[src/rtl/wts_pkg.sv]
// ----------------------------------------------------------------------------
// wts_pkg: shared types and constants of the windowed time statistics block
// Field widths, register indexes, reset values and the state encodings of the
// front and back sequencers.
// ----------------------------------------------------------------------------
package wts_pkg;

  // Field widths
  localparam int RAW_W     = 32;
  localparam int WIN_W     = 16;
  localparam int LIM_W     = 15;
  localparam int SUM_W     = 36;
  localparam int SQ_W      = 51;
  localparam int SQ_OUT_W  = 50;
  localparam int CNT_OUT_W = 21;
  localparam int MEAN_W    = 16;
  localparam int SD_W      = 16;
  localparam int MILLI_W   = 43;
  localparam int SAMP_SQ_W = 2 * LIM_W;

  localparam logic [MILLI_W-1:0] MILLI_SCALE = 43'd1000;

  // Register indexes
  localparam logic [1:0] REG_WIN_LOW  = 2'd0;
  localparam logic [1:0] REG_WIN_HIGH = 2'd1;
  localparam logic [1:0] REG_MAX_ABS  = 2'd2;

  // Register reset values
  localparam logic [WIN_W-1:0] WIN_LOW_RST  = 16'h0000;
  localparam logic [WIN_W-1:0] WIN_HIGH_RST = 16'hFFFF;
  localparam logic [LIM_W-1:0] MAX_ABS_RST  = 15'h7FFF;

  // Saturation limits
  localparam logic [MEAN_W-1:0] MEAN_POS_MAX = 16'h7FFF;
  localparam logic [MEAN_W-1:0] MEAN_NEG_MIN = 16'h8000;
  localparam logic [SD_W-1:0]   SD_MAX       = 16'hFFFF;

  typedef enum logic [1:0] {
    FS_IDLE,
    FS_MUL,
    FS_RND,
    FS_UPD
  } wts_front_state_e;

  typedef enum logic [2:0] {
    BS_IDLE,
    BS_MUL,
    BS_SUB,
    BS_SQRT,
    BS_DIV,
    BS_DONE
  } wts_back_state_e;

  typedef struct packed {
    logic accepted;
    logic full;
  } wts_flags_t;

endpackage

[src/rtl/windowed_time_statistics.sv]
// ----------------------------------------------------------------------------
// windowed_time_statistics: running mean and deviation of timing samples
// Each input transfer either clears the accumulators or offers a sample in
// fixed point. Kept samples update count, sum and sum of squares; every
// transfer yields one result transfer with the accumulators, mean and
// deviation as they stand after it.
// Channels: in_valid_i/in_stall_o and out_valid_o/out_stall_i; a transfer
// takes place at a clock edge with valid high and stall low. Window and limit
// registers sit on an APB-style port at byte addresses 0, 4 and 8.
// The front end steps each item through its multiply, round and update states
// and queues a snapshot in a two-entry queue. For a non-empty count the back
// end runs a bit-serial mean divide with the two products, a 36-step square
// root and a 36-step divide; for an empty count the result is valid in the
// cycle after the snapshot leaves the queue. Throughput is one item per
// back-end pass, set by the iterative unit.
// Reset clears the accumulators and loads the register defaults. While the
// receiver stalls, the result holds and the front keeps taking items until
// the queue fills.
// ----------------------------------------------------------------------------
module windowed_time_statistics import wts_pkg::*; #(
  parameter int MAX_COUNT = 1048576,
  parameter int FRAC_BITS = 16
) (
  input  logic                 clk_i,
  input  logic                 rst_ni,
  input  logic                 in_valid_i,
  output logic                 in_stall_o,
  input  logic                 req_type_i,
  input  logic [RAW_W-1:0]     time_raw_i,
  output logic                 out_valid_o,
  input  logic                 out_stall_i,
  output logic                 accepted_o,
  output logic                 full_res_o,
  output logic                 empty_res_o,
  output logic [CNT_OUT_W-1:0] sample_count_o,
  output logic [SUM_W-1:0]     time_sum_o,
  output logic [SQ_OUT_W-1:0]  time_sum_sq_o,
  output logic [MEAN_W-1:0]    mean_time_o,
  output logic [SD_W-1:0]      std_dev_o,
  input  logic                 psel,
  input  logic                 penable,
  input  logic                 pwrite,
  input  logic [3:0]           paddr,
  input  logic [31:0]          pwdata,
  output logic [31:0]          prdata,
  output logic                 pready
);

  localparam int CW = $clog2(MAX_COUNT + 1);
  localparam int QW = 2 + CW + SUM_W + SQ_W;

  logic [WIN_W-1:0] win_low_q, win_high_q;
  logic [LIM_W-1:0] max_abs_q;
  logic             cfg_wr;

  wts_flags_t       f_flags, b_flags;
  logic [CW-1:0]    f_count, b_count;
  logic [SUM_W-1:0] f_sum, b_sum;
  logic [SQ_W-1:0]  f_sq, b_sq;
  logic             push, fifo_full, pop, fifo_empty;
  logic [QW-1:0]    q_wdata, q_rdata;

  // Configuration registers
  assign pready = 1'b1;
  assign cfg_wr = psel && penable && pwrite;

  always_ff @(posedge clk_i or negedge rst_ni) begin
    if (!rst_ni) begin
      win_low_q  <= WIN_LOW_RST;
      win_high_q <= WIN_HIGH_RST;
      max_abs_q  <= MAX_ABS_RST;
    end else if (cfg_wr) begin
      case (paddr[3:2])
        REG_WIN_LOW:  win_low_q  <= pwdata[WIN_W-1:0];
        REG_WIN_HIGH: win_high_q <= pwdata[WIN_W-1:0];
        REG_MAX_ABS:  max_abs_q  <= pwdata[LIM_W-1:0];
        default: begin
        end
      endcase
    end
  end

  // Register read-back
  always_comb begin
    case (paddr[3:2])
      REG_WIN_LOW:  prdata = {16'h0000, win_low_q};
      REG_WIN_HIGH: prdata = {16'h0000, win_high_q};
      REG_MAX_ABS:  prdata = {17'h00000, max_abs_q};
      default:      prdata = '0;
    endcase
  end

  wts_front #(
    .MAX_COUNT (MAX_COUNT),
    .FRAC_BITS (FRAC_BITS),
    .CW        (CW)
  ) u_front (
    .clk_i        (clk_i),
    .rst_ni       (rst_ni),
    .in_valid_i   (in_valid_i),
    .in_stall_o   (in_stall_o),
    .req_type_i   (req_type_i),
    .time_raw_i   (time_raw_i),
    .win_low_i    (win_low_q),
    .win_high_i   (win_high_q),
    .max_abs_i    (max_abs_q),
    .push_o       (push),
    .push_stall_i (fifo_full),
    .flags_o      (f_flags),
    .count_o      (f_count),
    .sum_o        (f_sum),
    .sum_sq_o     (f_sq)
  );

  assign q_wdata = {f_flags, f_count, f_sum, f_sq};
  assign {b_flags, b_count, b_sum, b_sq} = q_rdata;

  wts_fifo #(
    .W (QW)
  ) u_fifo (
    .clk_i   (clk_i),
    .rst_ni  (rst_ni),
    .push_i  (push),
    .wdata_i (q_wdata),
    .full_o  (fifo_full),
    .pop_i   (pop),
    .rdata_o (q_rdata),
    .empty_o (fifo_empty)
  );

  wts_back #(
    .CW (CW)
  ) u_back (
    .clk_i          (clk_i),
    .rst_ni         (rst_ni),
    .fifo_empty_i   (fifo_empty),
    .pop_o          (pop),
    .flags_i        (b_flags),
    .count_i        (b_count),
    .sum_i          (b_sum),
    .sum_sq_i       (b_sq),
    .out_valid_o    (out_valid_o),
    .out_stall_i    (out_stall_i),
    .accepted_o     (accepted_o),
    .full_res_o     (full_res_o),
    .empty_res_o    (empty_res_o),
    .sample_count_o (sample_count_o),
    .time_sum_o     (time_sum_o),
    .time_sum_sq_o  (time_sum_sq_o),
    .mean_time_o    (mean_time_o),
    .std_dev_o      (std_dev_o)
  );

endmodule

[src/rtl/wts_fifo.sv]
// ----------------------------------------------------------------------------
// wts_fifo: two-entry snapshot queue
// Decouples the accumulator front end from the iterative statistics back end.
// ----------------------------------------------------------------------------
module wts_fifo #(
  parameter int W = 8
) (
  input  logic         clk_i,
  input  logic         rst_ni,
  input  logic         push_i,
  input  logic [W-1:0] wdata_i,
  output logic         full_o,
  input  logic         pop_i,
  output logic [W-1:0] rdata_o,
  output logic         empty_o
);

  logic [W-1:0] mem_q [2];
  logic         wr_ptr_q, wr_ptr_d;
  logic         rd_ptr_q, rd_ptr_d;
  logic [1:0]   fill_q, fill_d;

  assign full_o  = (fill_q == 2'd2);
  assign empty_o = (fill_q == 2'd0);
  assign rdata_o = mem_q[rd_ptr_q];

  // Advance pointers and fill level
  always_comb begin
    wr_ptr_d = wr_ptr_q;
    rd_ptr_d = rd_ptr_q;
    fill_d   = fill_q;
    if (push_i && !full_o) begin
      wr_ptr_d = ~wr_ptr_q;
    end
    if (pop_i && !empty_o) begin
      rd_ptr_d = ~rd_ptr_q;
    end
    case ({push_i && !full_o, pop_i && !empty_o})
      2'b10:   fill_d = fill_q + 2'd1;
      2'b01:   fill_d = fill_q - 2'd1;
      default: fill_d = fill_q;
    endcase
  end

  always_ff @(posedge clk_i or negedge rst_ni) begin
    if (!rst_ni) begin
      wr_ptr_q <= 1'b0;
      rd_ptr_q <= 1'b0;
      fill_q   <= 2'd0;
    end else begin
      wr_ptr_q <= wr_ptr_d;
      rd_ptr_q <= rd_ptr_d;
      fill_q   <= fill_d;
    end
  end

  // Store an entry on push
  always_ff @(posedge clk_i) begin
    if (push_i && !full_o) begin
      mem_q[wr_ptr_q] <= wdata_i;
    end
  end

endmodule

[src/rtl/wts_front.sv]
// ----------------------------------------------------------------------------
// wts_front: sample conversion, classification and accumulation
// Scales a sample to milli-units with round-half-to-even, checks limit and
// window, updates count, sum and sum of squares and queues a snapshot.
// ----------------------------------------------------------------------------
module wts_front import wts_pkg::*; #(
  parameter int MAX_COUNT = 1048576,
  parameter int FRAC_BITS = 16,
  parameter int CW        = 21
) (
  input  logic             clk_i,
  input  logic             rst_ni,
  input  logic             in_valid_i,
  output logic             in_stall_o,
  input  logic             req_type_i,
  input  logic [RAW_W-1:0] time_raw_i,
  input  logic [WIN_W-1:0] win_low_i,
  input  logic [WIN_W-1:0] win_high_i,
  input  logic [LIM_W-1:0] max_abs_i,
  output logic             push_o,
  input  logic             push_stall_i,
  output wts_flags_t       flags_o,
  output logic [CW-1:0]    count_o,
  output logic [SUM_W-1:0] sum_o,
  output logic [SQ_W-1:0]  sum_sq_o
);

  localparam logic [MILLI_W-1:0] FRAC_MASK = (43'd1 << FRAC_BITS) - 43'd1;
  localparam logic [MILLI_W-1:0] FRAC_HALF = (43'd1 << FRAC_BITS) >> 1;
  localparam logic               RND_EN    = (FRAC_BITS > 0);
  localparam logic [CW-1:0]      CNT_CAP   = CW'(MAX_COUNT);

  wts_front_state_e state_q, state_d;

  logic               clr_q;
  logic [RAW_W-1:0]   raw_q;
  logic [MILLI_W-1:0] prod_q, prod_d;
  logic               neg_q, neg_d;
  logic [MILLI_W-1:0] mag_q, mag_d;

  logic [CW-1:0]      cnt_q, cnt_d;
  logic [SUM_W-1:0]   sum_q, sum_d;
  logic [SQ_W-1:0]    sq_q, sq_d;
  wts_flags_t         flags_d;

  logic [MILLI_W-1:0]     abs_p, quo, rem;
  logic                   rnd_up;
  logic signed [MILLI_W:0] m_s, lo_s, hi_s;
  logic                   win_en, keep;
  logic [SAMP_SQ_W-1:0]   samp_sq;
  logic [SUM_W-1:0]       samp_sum;

  // Scale to milli-units
  assign prod_d = $signed({{(MILLI_W-RAW_W){raw_q[RAW_W-1]}}, raw_q}) * $signed(MILLI_SCALE);

  // Round magnitude, ties to even
  always_comb begin
    abs_p  = prod_q[MILLI_W-1] ? (~prod_q + 43'd1) : prod_q;
    quo    = abs_p >> FRAC_BITS;
    rem    = abs_p & FRAC_MASK;
    rnd_up = RND_EN && ((rem > FRAC_HALF) || ((rem == FRAC_HALF) && quo[0]));
    neg_d  = prod_q[MILLI_W-1];
    mag_d  = quo + {{(MILLI_W-1){1'b0}}, rnd_up};
  end

  // Classify and compute updated accumulators
  always_comb begin
    m_s      = neg_q ? -$signed({1'b0, mag_q}) : $signed({1'b0, mag_q});
    lo_s     = (MILLI_W+1)'($signed(win_low_i));
    hi_s     = (MILLI_W+1)'($signed(win_high_i));
    win_en   = (hi_s >= lo_s);
    keep     = (mag_q <= MILLI_W'(max_abs_i)) && !(win_en && ((m_s < lo_s) || (m_s > hi_s)));
    samp_sq  = mag_q[LIM_W-1:0] * mag_q[LIM_W-1:0];
    samp_sum = neg_q ? (~SUM_W'(mag_q[LIM_W-1:0]) + 36'd1) : SUM_W'(mag_q[LIM_W-1:0]);
    flags_d  = '0;
    cnt_d    = cnt_q;
    sum_d    = sum_q;
    sq_d     = sq_q;
    if (clr_q) begin
      cnt_d = '0;
      sum_d = '0;
      sq_d  = '0;
    end else if (keep) begin
      if (cnt_q >= CNT_CAP) begin
        flags_d.full = 1'b1;
      end else begin
        flags_d.accepted = 1'b1;
        cnt_d = cnt_q + CW'(1);
        sum_d = sum_q + samp_sum;
        sq_d  = sq_q + SQ_W'(samp_sq);
      end
    end
  end

  // Sequencer
  always_comb begin
    state_d    = state_q;
    in_stall_o = (state_q != FS_IDLE);
    push_o     = 1'b0;
    case (state_q)
      FS_IDLE: begin
        if (in_valid_i) begin
          state_d = FS_MUL;
        end
      end
      FS_MUL: state_d = FS_RND;
      FS_RND: state_d = FS_UPD;
      FS_UPD: begin
        if (!push_stall_i) begin
          push_o  = 1'b1;
          state_d = FS_IDLE;
        end
      end
      default: state_d = FS_IDLE;
    endcase
  end

  assign flags_o  = flags_d;
  assign count_o  = cnt_d;
  assign sum_o    = sum_d;
  assign sum_sq_o = sq_d;

  always_ff @(posedge clk_i or negedge rst_ni) begin
    if (!rst_ni) begin
      state_q <= FS_IDLE;
      cnt_q   <= '0;
      sum_q   <= '0;
      sq_q    <= '0;
    end else begin
      state_q <= state_d;
      if (push_o) begin
        cnt_q <= cnt_d;
        sum_q <= sum_d;
        sq_q  <= sq_d;
      end
    end
  end

  // Hold the item through its stages
  always_ff @(posedge clk_i) begin
    if (state_q == FS_IDLE && in_valid_i) begin
      clr_q <= req_type_i;
      raw_q <= time_raw_i;
    end
    if (state_q == FS_MUL) begin
      prod_q <= prod_d;
    end
    if (state_q == FS_RND) begin
      neg_q <= neg_d;
      mag_q <= mag_d;
    end
  end

endmodule

[src/rtl/wts_back.sv]
// ----------------------------------------------------------------------------
// wts_back: iterative mean and deviation unit
// Takes a snapshot, runs a bit-serial divide for the mean alongside two
// shift-add products, a digit-by-digit square root and a final divide.
// ----------------------------------------------------------------------------
module wts_back import wts_pkg::*; #(
  parameter int CW = 21
) (
  input  logic                clk_i,
  input  logic                rst_ni,
  input  logic                fifo_empty_i,
  output logic                pop_o,
  input  wts_flags_t          flags_i,
  input  logic [CW-1:0]       count_i,
  input  logic [SUM_W-1:0]    sum_i,
  input  logic [SQ_W-1:0]     sum_sq_i,
  output logic                out_valid_o,
  input  logic                out_stall_i,
  output logic                accepted_o,
  output logic                full_res_o,
  output logic                empty_res_o,
  output logic [CNT_OUT_W-1:0] sample_count_o,
  output logic [SUM_W-1:0]    time_sum_o,
  output logic [SQ_OUT_W-1:0] time_sum_sq_o,
  output logic [MEAN_W-1:0]   mean_time_o,
  output logic [SD_W-1:0]     std_dev_o
);

  localparam int VW0 = (CW + SQ_W > 2 * SUM_W - 2) ? CW + SQ_W : 2 * SUM_W - 2;
  localparam int VW  = VW0 + (VW0 % 2);
  localparam int RW  = VW / 2;
  localparam int DW  = (RW > SUM_W) ? RW : SUM_W;
  localparam int SW  = $clog2(DW);

  wts_back_state_e state_q, state_d;

  logic [DW-1:0]    dvd_q, dvd_d;
  logic [CW-1:0]    rem_q, rem_d;
  logic [CW-1:0]    cnt_q;
  logic [DW-1:0]    csh_q;
  logic [SUM_W-1:0] smag_q;
  logic             neg_q;
  logic [SQ_W-1:0]  sq_q;
  logic [VW-1:0]    acc_a_q, acc_b_q;
  logic [VW-1:0]    rad_q;
  logic [RW:0]      srem_q, srem_d;
  logic [RW-1:0]    root_q, root_d;
  logic [SW-1:0]    step_q;

  logic [CW:0]      dtrial;
  logic             dge;
  logic [RW+2:0]    strial, stest;
  logic             sge;
  logic [SUM_W-1:0] sum_abs;

  // Restoring divide step, shared by mean and deviation
  always_comb begin
    dtrial = {rem_q, dvd_q[DW-1]};
    dge    = (dtrial >= {1'b0, cnt_q});
    rem_d  = dge ? CW'(dtrial - {1'b0, cnt_q}) : dtrial[CW-1:0];
    dvd_d  = {dvd_q[DW-2:0], dge};
  end

  // Square-root digit step
  always_comb begin
    strial = {srem_q, rad_q[VW-1:VW-2]};
    stest  = {1'b0, root_q, 2'b01};
    sge    = (strial >= stest);
    srem_d = sge ? (RW+1)'(strial - stest) : strial[RW:0];
    root_d = {root_q[RW-2:0], sge};
  end

  assign sum_abs = sum_i[SUM_W-1] ? (~sum_i + 36'd1) : sum_i;

  // Sequencer
  always_comb begin
    state_d = state_q;
    pop_o   = 1'b0;
    case (state_q)
      BS_IDLE: begin
        if (!fifo_empty_i) begin
          pop_o   = 1'b1;
          state_d = (count_i == '0) ? BS_DONE : BS_MUL;
        end
      end
      BS_MUL:  if (step_q == '0) state_d = BS_SUB;
      BS_SUB:  state_d = BS_SQRT;
      BS_SQRT: if (step_q == '0) state_d = BS_DIV;
      BS_DIV:  if (step_q == '0) state_d = BS_DONE;
      BS_DONE: if (!out_stall_i) state_d = BS_IDLE;
      default: state_d = BS_IDLE;
    endcase
  end

  assign out_valid_o = (state_q == BS_DONE);

  always_ff @(posedge clk_i or negedge rst_ni) begin
    if (!rst_ni) begin
      state_q <= BS_IDLE;
    end else begin
      state_q <= state_d;
    end
  end

  // Datapath
  always_ff @(posedge clk_i) begin
    case (state_q)
      BS_IDLE: begin
        if (pop_o) begin
          accepted_o     <= flags_i.accepted;
          full_res_o     <= flags_i.full;
          empty_res_o    <= (count_i == '0);
          sample_count_o <= CNT_OUT_W'(count_i);
          time_sum_o     <= sum_i;
          time_sum_sq_o  <= sum_sq_i[SQ_OUT_W-1:0];
          mean_time_o    <= '0;
          std_dev_o      <= '0;
          cnt_q          <= count_i;
          csh_q          <= DW'(count_i);
          smag_q         <= sum_abs;
          neg_q          <= sum_i[SUM_W-1];
          sq_q           <= sum_sq_i;
          dvd_q          <= DW'(sum_abs);
          rem_q          <= '0;
          acc_a_q        <= '0;
          acc_b_q        <= '0;
          step_q         <= SW'(DW - 1);
        end
      end
      BS_MUL: begin
        // divide |sum| by count while forming count*sumsq and sum^2
        dvd_q   <= dvd_d;
        rem_q   <= rem_d;
        csh_q   <= {csh_q[DW-2:0], 1'b0};
        acc_a_q <= {acc_a_q[VW-2:0], 1'b0} + (csh_q[DW-1] ? VW'(sq_q) : '0);
        acc_b_q <= {acc_b_q[VW-2:0], 1'b0} + (dvd_q[DW-1] ? VW'(smag_q) : '0);
        step_q  <= step_q - SW'(1);
        if (step_q == '0) begin
          if (neg_q) begin
            mean_time_o <= (dvd_d > DW'(MEAN_NEG_MIN)) ? MEAN_NEG_MIN :
                           (~dvd_d[MEAN_W-1:0] + 16'd1);
          end else begin
            mean_time_o <= (dvd_d > DW'(MEAN_POS_MAX)) ? MEAN_POS_MAX : dvd_d[MEAN_W-1:0];
          end
        end
      end
      BS_SUB: begin
        // clamp a negative numerator to zero
        rad_q  <= (acc_a_q >= acc_b_q) ? (acc_a_q - acc_b_q) : '0;
        srem_q <= '0;
        root_q <= '0;
        step_q <= SW'(RW - 1);
      end
      BS_SQRT: begin
        srem_q <= srem_d;
        root_q <= root_d;
        rad_q  <= {rad_q[VW-3:0], 2'b00};
        if (step_q == '0) begin
          dvd_q  <= DW'(root_d);
          rem_q  <= '0;
          step_q <= SW'(DW - 1);
        end else begin
          step_q <= step_q - SW'(1);
        end
      end
      BS_DIV: begin
        dvd_q  <= dvd_d;
        rem_q  <= rem_d;
        step_q <= step_q - SW'(1);
        if (step_q == '0) begin
          std_dev_o <= (dvd_d > DW'(SD_MAX)) ? SD_MAX : dvd_d[SD_W-1:0];
        end
      end
      default: begin
      end
    endcase
  end

endmodule

[config.mk]
export PLATFORM = sky130hd
export DESIGN_NAME = windowed_time_statistics
export DESIGN_NICKNAME = d
export VERILOG_FILES = /design/src/rtl/wts_pkg.sv /design/src/rtl/windowed_time_statistics.sv /design/src/rtl/wts_fifo.sv /design/src/rtl/wts_front.sv /design/src/rtl/wts_back.sv
export SDC_FILE = /design/constraint.sdc
export NUM_CORES = 2
export LEC_CHECK = 0
export BUFFER_PORTS_ARGS = -buffer_cell sky130_fd_sc_hd__buf_4
export CAP_MARGIN = 15
export CORE_MARGIN = 3
export CORE_UTILIZATION = 61
export DETAILED_ROUTE_END_ITERATION = 8
export PLACE_DENSITY_LB_ADDON = 0.3
export SYNTH_ARGS = -nofsm -noshare
export SYNTH_HDL_FRONTEND = slang
export SYNTH_SLANG_ARGS = --single-unit
[constraint.sdc]
create_clock -name clk_i -period 11.43 [get_ports clk_i]
set_input_delay 1.7145 -clock clk_i [delete_from_list [all_inputs] [get_ports clk_i]]
set_output_delay 1.7145 -clock clk_i [all_outputs]
set_load 0.1 [all_outputs]
==> impl_metrics.csv <==
group,metric,value,unit
routing,postRouteAntennaNets,0,
clock_network,clockBufferDepth,3,
clock_network,clkTransAtPathRegs,60,ps
routing,wl_met1,81700,um
timing,whs,527,ps
layout,layout_common_cells,"edfxtp_1 (888), inv_1 (661), nand2_1 (637)",
synthesis,synth_top_area_share,35.2,%
setup_path,crit_arrival,8800,ps
grt,grt_pass1_vias,55731,
timing,min_period,8330,ps
synthesis,ys_ff_latch,1052,
timing,fmax,120,MHz
routing,firstDrtPassIters,8,
place,gp_congestion,0.937,
setup_path,critPathTopFamily,"adder cells",
clock_network,cts_root_buf,"clkbuf_16",
setup_path,end_kind,"flip-flop",
synthesis,yosys_warnings,0,
timing,slew_violations,0,
clock_network,cts_resized,0,
clock_network,post-cts-setup-buffers,0,
layout,fillers,9266,
layout,finish.instance_area,82400,um^2
routing,dr_wl_met3,12900,um
routing,wl_per_cell,21.1,um
layout,drive_above_1_share,9.12,%
clock_network,tritoncts,"built",
timing,rsz0062_at_grt,"no",
routing,num_vias,57187,
layout,fin_nets,8485,
synthesis,synth_area_leaders,"edfxtp_1 (35%), ha_1 (9.9%), fa_1 (7.7%)",
setup_path,crit_start,"u_front.mag_q[1]",
floorplan,initial_utilization,61.7,%
setup_path,max_stage_delay,780,ps
routing,met2RoutedLength,91800,um
timing,post-route-period-util,72.9,%
grt,grt_pass1_wl,306000,um
routing,highest_layer,"met4",
synthesis,yosys.cell_types.count,98,
synthesis,synth_edf_count,888,
timing,tns,0,ps
setup_path,rr_endpoint,"u_fifo.mem_q[0][38]",
floorplan,die-area,128000,um^2
floorplan,placementRows,128,
setup_path,critPathMaxFanout,14,
routing,dr.first_iter.drc_count,5369,
floorplan,die_w,358,um
place,place_area,78400,um^2
flow_run,drv_cap,0,
timing,setup_viol,0,
synthesis,synth-main-ff-cell,"edfxtp_1",
setup_path,cp.required,11900,ps
clock_network,htree_levels,3,
synthesis,synthArstFlopShare,15.6,%
outcome,status,"complete, no violations",
setup_path,cp-start-kind,"flip-flop",
layout,syn2layout_area_growth,8.98,%
grt,grt_util_all_layers,30.2,%
floorplan,core_area,123000,um^2
timing,finClkSkew,99.8,ps
setup_path,cp.depth,26,
timing,slew-limit-headroom,22.2,%
clock_network,clock-sinks,1052,
clock_network,clk_latency,790,ps
place,numPortBuffers,217,
place,dp_hpwl,147000,um
synthesis,syn_inst,7459,
synthesis,yosys.area.top_type,"edfxtp_1",
layout,final_common_cell,"edfxtp_1",
clock_network,numCtsBuffers,114,
place,dp_cells,9029,
routing,drc,0,
setup_path,r2r_cells,26,
setup_path,crit_end,"u_fifo.mem_q[0][38]",
synthesis,syn_area,75700,um^2
setup_path,cpMaxStageDelayCell,"edfxtp_1",
min_path,min_path_type,"flip-flop to flip-flop",
setup_path,crit_buf_inv,8,
grt,antenna_found_initial,7,
setup_path,rrSetupSlack,3100,ps
timing,tightest_slew,1160,ps
grt,grt_max_degree,213,
floorplan,io_pins,253,
synthesis,avgSynthCellArea,10.1,um^2
routing,drt-total-wl,195000,um
floorplan,die_y,358,um
setup_path,worstSetupPathType,"flip-flop to flip-flop",
routing,vias_per_cell,6.18,
synthesis,synth-seq-area-share,40.7,%
clock_network,postCtsHoldBufs,0,
setup_path,crit_top_cell,"inv_1",
layout,regArea,30800,um^2
layout,multi_input_area,40900,um^2
setup_path,r2r-start,"u_front.mag_q[1]",
timing,hold_viol,0,
grt,gr-total-overflow,0,
layout,fin_cells,9247,
[area by class of cell]
| class | instances | area share, % |
|---|---|---|
| multi-input combinational | 5397 | 49.6 |
| clock inverter | 80 | 1.26 |
| timing repair buffer | 289 | 2.66 |
| antenna | 2 | 0.00607 |
| tap | 1625 | 2.47 |
| sequential | 1052 | 37.4 |
| inverter | 667 | 3.05 |
| clock buffer | 135 | 3.58 |
[cells in the mapped netlist, types with 65 or more instances]
| cell type | instances |
|---|---|
| edfxtp_1 | 888 |
| nand2_1 | 640 |
| and2_1 | 166 |
| xnor2_1 | 267 |
| dfrtp_1 | 133 |
| clkbuf_1 | 253 |
| fa_1 | 292 |
| nor3_1 | 117 |
| a21o_1 | 208 |
| mux2i_1 | 70 |
| nand4_1 | 108 |
| mux2_2 | 101 |
| a22o_1 | 71 |
| inv_1 | 664 |
| xor2_1 | 181 |
| and3_1 | 105 |
| a221o_1 | 66 |
| nor2b_1 | 65 |
| nor2_1 | 551 |
| a21oi_1 | 547 |
| buf_4 | 70 |
| nand3_1 | 117 |
| o21ai_0 | 312 |
| ha_1 | 596 |
[layer usage]
layer | track usage [%] | vias up
met5 | 0 | -
met3 | 3.51 | 416
met1 | 41.4 | 27843
met2 | 49.2 | 2111
li1 | - | 26817
met4 | 12.6 | 0
[per-stage QoR]
step	utilization, %	setup WS (ps)
3_5_place_dp	64.0	3200
6_report	67.3	3100
2_1_floorplan	-	2190
4_1_cts	67.3	3230
5_1_grt	67.3	2740
3_3_place_gp	64.0	3350
[sequential cells by signal, summed over array words and instances, names as in the netlist, 28 cells and up]
register	cells
u_fifo.mem_q	220
u_back.acc_a_q	72
u_back.acc_b_q	72
u_back.rad_q	72
u_back.sq_q	51
u_front.sq_q	51
u_front.prod_q	40
u_back.srem_q	37
u_back.csh_q	36
u_back.dvd_q	36
u_back.root_q	36
u_back.smag_q	36
u_front.sum_q	36
u_back.time_sum_o	34
u_front.raw_q	32
u_front.mag_q	28
[how the worst min path moves through the flow]
| stage | end | depth (start not counted) | start |
|---|---|---|---|
| floorplan | u_front.neg_q | 0 | u_front.prod_q[42] |
| global placement | u_front.sum_q[8] | 2 | u_front.sum_q[8] |
| detailed placement | u_front.sum_q[8] | 2 | u_front.sum_q[8] |
| CTS | u_back.sq_q[43] | 1 | u_fifo.mem_q[1][43] |
| global route | u_back.sq_q[44] | 1 | u_fifo.mem_q[0][44] |
| finish | u_back.sq_q[21] | 1 | u_fifo.mem_q[0][21] |
[worst register-to-register path: cells and delay by family (launching register included)]
family	cells	cell delay, ps
buffers and inverters	8	960
flip-flops	1	780
AO/OA/AOI/OAI	7	2200
AND/OR/NAND/NOR	4	780
adder cells (fa/ha/maj)	7	3380
[cell families after synthesis]
| logic type | Yosys count | synth area share [%] |
|---|---|---|
| AND/OR/NAND/NOR | 2150 | 13.7 |
| adder cells (fa/ha/maj) | 888 | 17.6 |
| XOR/XNOR | 448 | 5.19 |
| buffers and inverters | 1026 | 5.48 |
| multiplexers | 171 | 2.43 |
| other | 2 | 0.00993 |
| flip-flops | 1052 | 40.7 |
| AO/OA/AOI/OAI | 1722 | 14.8 |
Power is not shown: default switching activity piles up to over one toggle a cycle in this logic, so the estimate is an artifact.
